[src/rtl/core/skt_pkg.sv]
// Shared types, widths and codes of the sorted key table.
package skt_pkg;

    localparam int CAPACITY_DEF = 64;

    localparam int ACTION_W  = 2;
    localparam int KEY_W     = 17;
    localparam int DEP_W     = 31;
    localparam int PIN_W     = 48;
    localparam int STATUS_W  = 2;
    localparam int POS_W     = 6;
    localparam int CNT_OUT_W = 7;

    localparam logic [ACTION_W-1:0] ACT_CLEAR  = 2'd0;
    localparam logic [ACTION_W-1:0] ACT_INSERT = 2'd1;
    localparam logic [ACTION_W-1:0] ACT_LOOKUP = 2'd2;

    localparam logic [STATUS_W-1:0] STAT_OK      = 2'd0;
    localparam logic [STATUS_W-1:0] STAT_FULL    = 2'd1;
    localparam logic [STATUS_W-1:0] STAT_DUP     = 2'd2;
    localparam logic [STATUS_W-1:0] STAT_MISSING = 2'd3;

    typedef struct packed {
        logic [KEY_W-1:0] key;
        logic [DEP_W-1:0] deposit;
        logic [PIN_W-1:0] pin;
    } rec_t;

    localparam int REC_W = $bits(rec_t);

    typedef struct packed {
        logic [STATUS_W-1:0]  status;
        logic [POS_W-1:0]     position;
        logic [DEP_W-1:0]     found_deposit;
        logic [PIN_W-1:0]     found_pin;
        logic [CNT_OUT_W-1:0] entry_count;
    } result_t;

endpackage

[src/rtl/core/skt_seq.sv]
// Request sequencer: scans the record memory, shifts entries and writes records.
module skt_seq #(
    parameter int CAPACITY = skt_pkg::CAPACITY_DEF
) (
    input  logic                             clk,
    input  logic                             rst_n,
    input  logic                             in_valid,
    output logic                             in_ready,
    input  logic [skt_pkg::ACTION_W-1:0]     in_action,
    input  logic [skt_pkg::KEY_W-1:0]        in_key,
    input  logic [skt_pkg::DEP_W-1:0]        in_deposit,
    input  logic [skt_pkg::PIN_W-1:0]        in_pin,
    output logic                             res_valid,
    input  logic                             res_ready,
    output skt_pkg::result_t                 res,
    output logic                             ram_rd_en,
    output logic [$clog2(CAPACITY)-1:0]      ram_rd_addr,
    input  logic [skt_pkg::REC_W-1:0]        ram_rd_data,
    output logic                             ram_wr_en,
    output logic [$clog2(CAPACITY)-1:0]      ram_wr_addr,
    output logic [skt_pkg::REC_W-1:0]        ram_wr_data
);

    localparam int IDX_W  = $clog2(CAPACITY);
    localparam int CNT_W  = $clog2(CAPACITY + 1);
    localparam int OCNT_W = skt_pkg::CNT_OUT_W;
    localparam int OPOS_W = skt_pkg::POS_W;

    localparam logic [2:0] ST_IDLE  = 3'd0;
    localparam logic [2:0] ST_SCAN  = 3'd1;
    localparam logic [2:0] ST_SHIFT = 3'd2;
    localparam logic [2:0] ST_WRITE = 3'd3;
    localparam logic [2:0] ST_DONE  = 3'd4;

    logic [2:0]                      state_reg, state_next;
    logic [CNT_W-1:0]                used_reg, used_next;
    logic [skt_pkg::ACTION_W-1:0]    op_reg, op_next;
    logic [skt_pkg::KEY_W-1:0]       key_reg, key_next;
    logic [skt_pkg::DEP_W-1:0]       dep_reg, dep_next;
    logic [skt_pkg::PIN_W-1:0]       pin_reg, pin_next;
    logic [CNT_W-1:0]                scan_reg, scan_next;
    logic [IDX_W-1:0]                cmp_reg, cmp_next;
    logic                            pend_reg, pend_next;
    logic                            issue_reg, issue_next;
    logic [IDX_W-1:0]                slot_reg, slot_next;
    skt_pkg::result_t                res_reg, res_next;
    skt_pkg::rec_t                   rd_rec;

    assign rd_rec    = skt_pkg::rec_t'(ram_rd_data);
    assign in_ready  = (state_reg == ST_IDLE);
    assign res_valid = (state_reg == ST_DONE);
    assign res       = res_reg;

    always_comb
    begin
        state_next  = state_reg;
        used_next   = used_reg;
        op_next     = op_reg;
        key_next    = key_reg;
        dep_next    = dep_reg;
        pin_next    = pin_reg;
        scan_next   = scan_reg;
        cmp_next    = cmp_reg;
        pend_next   = pend_reg;
        issue_next  = issue_reg;
        slot_next   = slot_reg;
        res_next    = res_reg;
        ram_rd_en   = 1'b0;
        ram_rd_addr = scan_reg[IDX_W-1:0];
        ram_wr_en   = 1'b0;
        ram_wr_addr = slot_reg;
        ram_wr_data = {key_reg, dep_reg, pin_reg};

        case (state_reg)
            ST_IDLE:
            begin
                if (in_valid)
                begin
                    op_next   = in_action;
                    key_next  = in_key;
                    dep_next  = in_deposit;
                    pin_next  = in_pin;
                    scan_next = '0;
                    pend_next = 1'b0;
                    res_next  = '0;
                    res_next.entry_count = OCNT_W'(used_reg);
                    case (in_action)
                        skt_pkg::ACT_CLEAR:
                        begin
                            used_next            = '0;
                            res_next.entry_count = '0;
                            state_next           = ST_DONE;
                        end
                        skt_pkg::ACT_INSERT:
                        begin
                            if (used_reg == CNT_W'(CAPACITY))
                            begin
                                res_next.status = skt_pkg::STAT_FULL;
                                state_next      = ST_DONE;
                            end
                            else if (used_reg == '0)
                            begin
                                slot_next  = '0;
                                state_next = ST_WRITE;
                            end
                            else
                            begin
                                state_next = ST_SCAN;
                            end
                        end
                        skt_pkg::ACT_LOOKUP:
                        begin
                            if (used_reg == '0)
                            begin
                                res_next.status = skt_pkg::STAT_MISSING;
                                state_next      = ST_DONE;
                            end
                            else
                            begin
                                state_next = ST_SCAN;
                            end
                        end
                        default:
                        begin
                            state_next = ST_DONE;
                        end
                    endcase
                end
            end

            ST_SCAN:
            begin
                // Reads go out one per cycle; each comparison sees the entry read in the previous cycle.
                if (scan_reg < used_reg)
                begin
                    ram_rd_en = 1'b1;
                    scan_next = scan_reg + CNT_W'(1);
                    cmp_next  = scan_reg[IDX_W-1:0];
                    pend_next = 1'b1;
                end
                else
                begin
                    pend_next = 1'b0;
                end

                if (pend_reg)
                begin
                    if (rd_rec.key >= key_reg)
                    begin
                        pend_next = 1'b0;
                        if (rd_rec.key == key_reg)
                        begin
                            res_next.position = OPOS_W'(cmp_reg);
                            if (op_reg == skt_pkg::ACT_INSERT)
                            begin
                                res_next.status = skt_pkg::STAT_DUP;
                            end
                            else
                            begin
                                res_next.found_deposit = rd_rec.deposit;
                                res_next.found_pin     = rd_rec.pin;
                            end
                            state_next = ST_DONE;
                        end
                        else if (op_reg == skt_pkg::ACT_INSERT)
                        begin
                            slot_next  = cmp_reg;
                            scan_next  = used_reg - CNT_W'(1);
                            issue_next = 1'b1;
                            state_next = ST_SHIFT;
                        end
                        else
                        begin
                            res_next.status = skt_pkg::STAT_MISSING;
                            state_next      = ST_DONE;
                        end
                    end
                    else if (CNT_W'(cmp_reg) == used_reg - CNT_W'(1))
                    begin
                        pend_next = 1'b0;
                        if (op_reg == skt_pkg::ACT_INSERT)
                        begin
                            slot_next  = used_reg[IDX_W-1:0];
                            state_next = ST_WRITE;
                        end
                        else
                        begin
                            res_next.status = skt_pkg::STAT_MISSING;
                            state_next      = ST_DONE;
                        end
                    end
                end
            end

            ST_SHIFT:
            begin
                // Read entry j while entry j+2 is written with what was read before.
                if (issue_reg)
                begin
                    ram_rd_en = 1'b1;
                    cmp_next  = scan_reg[IDX_W-1:0];
                    pend_next = 1'b1;
                    if (scan_reg[IDX_W-1:0] == slot_reg)
                    begin
                        issue_next = 1'b0;
                    end
                    else
                    begin
                        scan_next = scan_reg - CNT_W'(1);
                    end
                end
                else
                begin
                    pend_next = 1'b0;
                end

                if (pend_reg)
                begin
                    ram_wr_en   = 1'b1;
                    ram_wr_addr = cmp_reg + IDX_W'(1);
                    ram_wr_data = ram_rd_data;
                    if (cmp_reg == slot_reg)
                    begin
                        pend_next  = 1'b0;
                        state_next = ST_WRITE;
                    end
                end
            end

            ST_WRITE:
            begin
                ram_wr_en            = 1'b1;
                used_next            = used_reg + CNT_W'(1);
                res_next.position    = OPOS_W'(slot_reg);
                res_next.entry_count = OCNT_W'(used_reg + CNT_W'(1));
                state_next           = ST_DONE;
            end

            ST_DONE:
            begin
                if (res_ready)
                begin
                    state_next = ST_IDLE;
                end
            end

            default:
            begin
                state_next = ST_IDLE;
            end
        endcase
    end

    always_ff @(posedge clk or negedge rst_n)
    begin
        if (!rst_n)
        begin
            state_reg <= ST_IDLE;
            used_reg  <= '0;
            pend_reg  <= 1'b0;
            issue_reg <= 1'b0;
        end
        else
        begin
            state_reg <= state_next;
            used_reg  <= used_next;
            pend_reg  <= pend_next;
            issue_reg <= issue_next;
        end
    end

    always_ff @(posedge clk)
    begin
        op_reg   <= op_next;
        key_reg  <= key_next;
        dep_reg  <= dep_next;
        pin_reg  <= pin_next;
        scan_reg <= scan_next;
        cmp_reg  <= cmp_next;
        slot_reg <= slot_next;
        res_reg  <= res_next;
    end

    a_used_bound: assert property (@(posedge clk) disable iff (!rst_n)
        used_reg <= CNT_W'(CAPACITY))
        else $error("record count exceeds capacity");

    a_write_state: assert property (@(posedge clk) disable iff (!rst_n)
        ram_wr_en |-> (state_reg == ST_SHIFT || state_reg == ST_WRITE))
        else $error("memory written outside shift or write phase");

    a_clear_empties: assert property (@(posedge clk) disable iff (!rst_n)
        (in_valid && in_ready && in_action == skt_pkg::ACT_CLEAR) |=> used_reg == '0)
        else $error("clear did not empty the table");

    a_insert_grows: assert property (@(posedge clk) disable iff (!rst_n)
        (state_reg == ST_WRITE) |=> used_reg == $past(used_reg) + CNT_W'(1))
        else $error("insert did not add exactly one record");

endmodule

[config.mk]
export PLATFORM = sky130hd
export DESIGN_NAME = skt_seq
export DESIGN_NICKNAME = d
export VERILOG_FILES = /design/src/rtl/core/skt_pkg.sv /design/src/rtl/core/skt_seq.sv
export SDC_FILE = /design/constraint.sdc
export NUM_CORES = 1
export LEC_CHECK = 0
export ABC_AREA = 1
export BUFFER_PORTS_ARGS = -buffer_cell sky130_fd_sc_hd__buf_2
export CORE_AREA = 4 4 157 159
export DETAILED_ROUTE_END_ITERATION = 8
export DIE_AREA = 0 0 161 163
export PLACE_DENSITY_LB_ADDON = 0.3
export REMOVE_ABC_BUFFERS = 1
export SYNTH_ARGS = -nofsm -noshare
export SYNTH_HDL_FRONTEND = slang
export SYNTH_SLANG_ARGS = --single-unit
export TNS_END_PERCENT = 100
[constraint.sdc]
create_clock -name clk -period 11.4 [get_ports clk]
set_input_delay 2.28 -clock clk [delete_from_list [all_inputs] [get_ports clk]]
set_output_delay 2.28 -clock clk [all_outputs]
set_load 0.01 [all_outputs]
==> flow_results.org <==
** Status
- The flow ran to the end, and the final reports show no timing, DRC or antenna violations.

** Placement
- Final RePlAce weighted congestion :: 0.936
- Input and output buffers added on the ports amount to 403.
- Before CTS, the worst setup slack after placement is 5880 ps.
- The placed instances occupy a cell area of 13000 um^2.
- Counting tap cells, the placed design contains a total of 1781 instances.
- Detailed placement ended at an HPWL of 25.5 mm.

** GRT
- Via count of the first global-routing pass :: 8659
- Entering global routing, the biggest net connects 94 pins.
- The first global-routing pass estimated 49.2 mm of wire.
- Remaining Overflow, GRT :: 0
- In the global route stage, overall resource usage came out at 0.243.
- The initial antenna violation count was 6.

** Clock tree
- After clock tree synthesis, the setup repair step added 0 buffers.
- CTS max path bufs :: 3
- Clock latency of the later-clocked register in the worst-skew pair :: 510 ps
- Sink count of the clock tree :: 223
- In this run, CTS created clock tree buffers numbering 24.
- Count of hold buffers inserted by post-cts repair :: 0
- TritonCTS clock tree :: built
- H-tree level count :: 1
- Post-CTS Resized :: 0
- Clock root buffer :: clkbuf_16
- After clock tree synthesis, the clock-pin slew on the worst setup and hold paths is 60 ps.

** Routing
- The detailed router put a total of 12.7 mm of wire on met1.
- In the routed design, unresolved DRC markers number 0.
- The routed layout has 9083 vias.
- The pre-antenna-repair detailed-routing pass consisted of 6 iterations.
- Detail Route met3 WL :: 3.29 mm
- The detailed router finished its first iteration with 747 violations.
- Wire per inst :: 18.2 um
- After detailed routing, the number of vias per cell comes to 4.98.
- After detailed routing, the total wire length is 33.2 mm.
- Post-detailed-route count of antenna-violating nets :: 0
- Top routing layer in use :: met5
- Summed over all nets, wire length on met2 after detailed routing comes to 15.8 mm.

** Synth
- After synthesis, the share of cell area in mux cells is 0.
- For this run, asynchronously set or reset flops after synthesis account for 0.0538.
- For this run, the number of Yosys warnings is 0.
- Portion of synthesized cell area occupied by the leading cell type :: 0.586
- Gate Count Post-Synth :: 1104
- For this run, the leading register cell type out of synthesis is edfxtp_1.
- Post-synthesis cell type count :: 36
- By count the netlist is led by nand2_1, edfxtp_1, inv_1.
- Compound-Gate Fraction of Synth Area :: 0.0809
- Of all cell types, the one taking the most synthesized area is edfxtp_1.
- After synthesis, the largest family of logic cells by area is simple AND/OR/NAND/NOR gates.
- Post-synth EDFFs :: 211
- After synthesis the netlist holds a flip-flop and latch count of 223.
- Of the total synthesized cell area, the portion taken by full adders, half adders and majority gates is 0.0359.
- The mapped netlist covers 10800 um^2.
- Most common cell in the synthesized netlist :: nand2_1
- Post-synthesis share of cell area spent on xor and xnor gates :: 0.0154
- Sequential-to-total area share from yosys stat :: 0.614
- Fraction of the mapped netlist area in simple logic gates :: 0.171
- After synthesis, the mean cell area works out to 9.79 um^2.
- Top area cells in the synthesized netlist :: edfxtp_1, nand2_1, inv_1, nor2_1, ha_1

** Setup path
- Kind of critical path :: reg2out
- Data arrives at the worst endpoint at 3840 ps.
- STA classifies the critical path endpoint as a primary output.
- The worst setup path is launched from a flip-flop.
- STA puts the critical path data required time at 9120 ps.
- Along the worst path, the maximum fanout reaches 93.

** Timing
- Number of pins with negative max-slew slack in the final report :: 0
- Worst-case hold slack :: 510 ps
- Measured slew at the worst slew-check pin :: 1080 ps
- Count of endpoints failing hold in the final timing report :: 0
- Final Worst Setup Slack :: 5280 ps
- Setup violations remaining at the end of the flow were counted as 0.
- Rel. slew slack :: 0.283
- For this run, the top clock speed supported by timing is 163 MHz.
- Setup repair after global routing left no endpoint under its margin.
- Setup Total Neg Slack :: 0 ps
- Dividing the final minimum period by the clock period gives 0.537.
- Final critical delay including setup and external delays :: 6120 ps
- Clock skew on the completed layout was measured at 15.0 ps.

** Floorplan
- For this design the top-level I/O count stands at 404.
- In this run the standard cell core region covers 23300 um^2.
- The initial utilization of the core area, before any placement, comes to 0.465.
- Width of the die :: 161 um
- Floorplan die area :: 26200 um^2
- In this run the vertical extent of the chip is 163 um.
- After floorplanning, the core was divided into 56 placement rows.

** Flow run
- The tool flagged a number of max-cap violations equal to 0.

** Pwr
- Across the VDD grid, the largest voltage drop is 0.203 mV.
- Power, Total :: 3.51 mW
- Cell Pwr Density :: 256 nW/um^2
- Leakage Power :: 6.67 nW

** Layout
- Of the cells placed in the final design, the portion with a size suffix greater than 1 is 0.306.
- Measured on the finished design, the core utilization comes to 0.591.
- Number of cells in the finished layout apart from fillers :: 1824
- Area Overhead vs Synth :: 27.2%
- Fin area :: 13700 um^2
- At the end of the flow, the number of nets in the layout was 1717.
- Number of flip-flops in the largest register :: 94
- Number of fill cells :: 2055

** Worst hold path
- The path class of the tightest hold or removal check is reg2reg.
==> path summary, 6_finish.rpt <==
path | depth (start not counted) | to | slack (ps) | from
hold / removal | 2 | issue_reg$_DFFE_PN0P_ | 510 | issue_reg$_DFFE_PN0P_
min in group asynchronous | 1 | used_reg[2]$_DFFE_PN0P_ | 1660 | rst_n
hold reg to reg | 2 | issue_reg$_DFFE_PN0P_ | 510 | issue_reg$_DFFE_PN0P_
setup / recovery | 8 | ram_wr_data[6] | 5280 | state_reg[1]$_DFFE_PN0P_
setup reg to reg | 8 | res[85]$_SDFFCE_PP0P_ | 7970 | state_reg[0]$_DFFE_PN0P_
max in group asynchronous | 1 | used_reg[4]$_DFFE_PN0P_ | 9510 | rst_n
==> cells in the final DEF (no fill, tap or decap), types with 5 or more instances in the layout <==
master	count
o21ai_0	61
nand4_1	15
edfxtp_1	211
clkinv_2	6
dfrtp_1	12
o21ai_1	71
nor2_1	129
ha_1	31
nand2_1	247
inv_1	156
xnor2_1	7
nand3_1	42
xor2_1	12
a21oi_1	28
clkbuf_16	25
buf_2	403
buf_4	5
==> routing by layer <==
layer | GRT usage | vias to the layer above
li1 | - | 4423
met2 | 0.412 | 479
met1 | 0.299 | 4089
met3 | 0.0678 | 86
met4 | 0.0888 | 6
met5 | 0 | -
==> layout make-up <==
| type | instances | area (um^2) | area share |
|---|---|---|---|
| Antenna cell | 3 | 7.51 | 0.000546 |
| Clock buffer | 28 | 637 | 0.0463 |
| Clock inverter | 12 | 109 | 0.00792 |
| Inverter | 162 | 612 | 0.0445 |
| Multi-Input combinational cell | 669 | 3290 | 0.239 |
| Sequential cell | 223 | 6640 | 0.483 |
| Tap cell | 319 | 399 | 0.0290 |
| Timing Repair Buffer | 408 | 2050 | 0.149 |
==> logic make-up (layout without fill, tap and decap cells) <==
kind of cell | after synthesis | count (layout)
AOI/OAI and AO/OA | 170 | 170
and+or+nand+nor | 449 | 449
xor gates and xnor gates | 19 | 19
other | 0 | 3
adders and majority gates | 31 | 31
buffers and inverters | 212 | 610
DFF | 223 | 223
==> power breakdown <==
part	internal [mW]	switching [mW]
clock network	0.441	0.307
logic	0.430	0.882
registers	1.30	0.157
==> critical path: stages (launching register included) <==
cell,delay (ps)
dfrtp_1,530
inv_2,60
nor3_2,610
inv_2,230
nor2_8,470
inv_4,370
buf_4,490
o21ai_0,300
buf_2,170
Note: power is estimated with default switching activity, not from simulation.
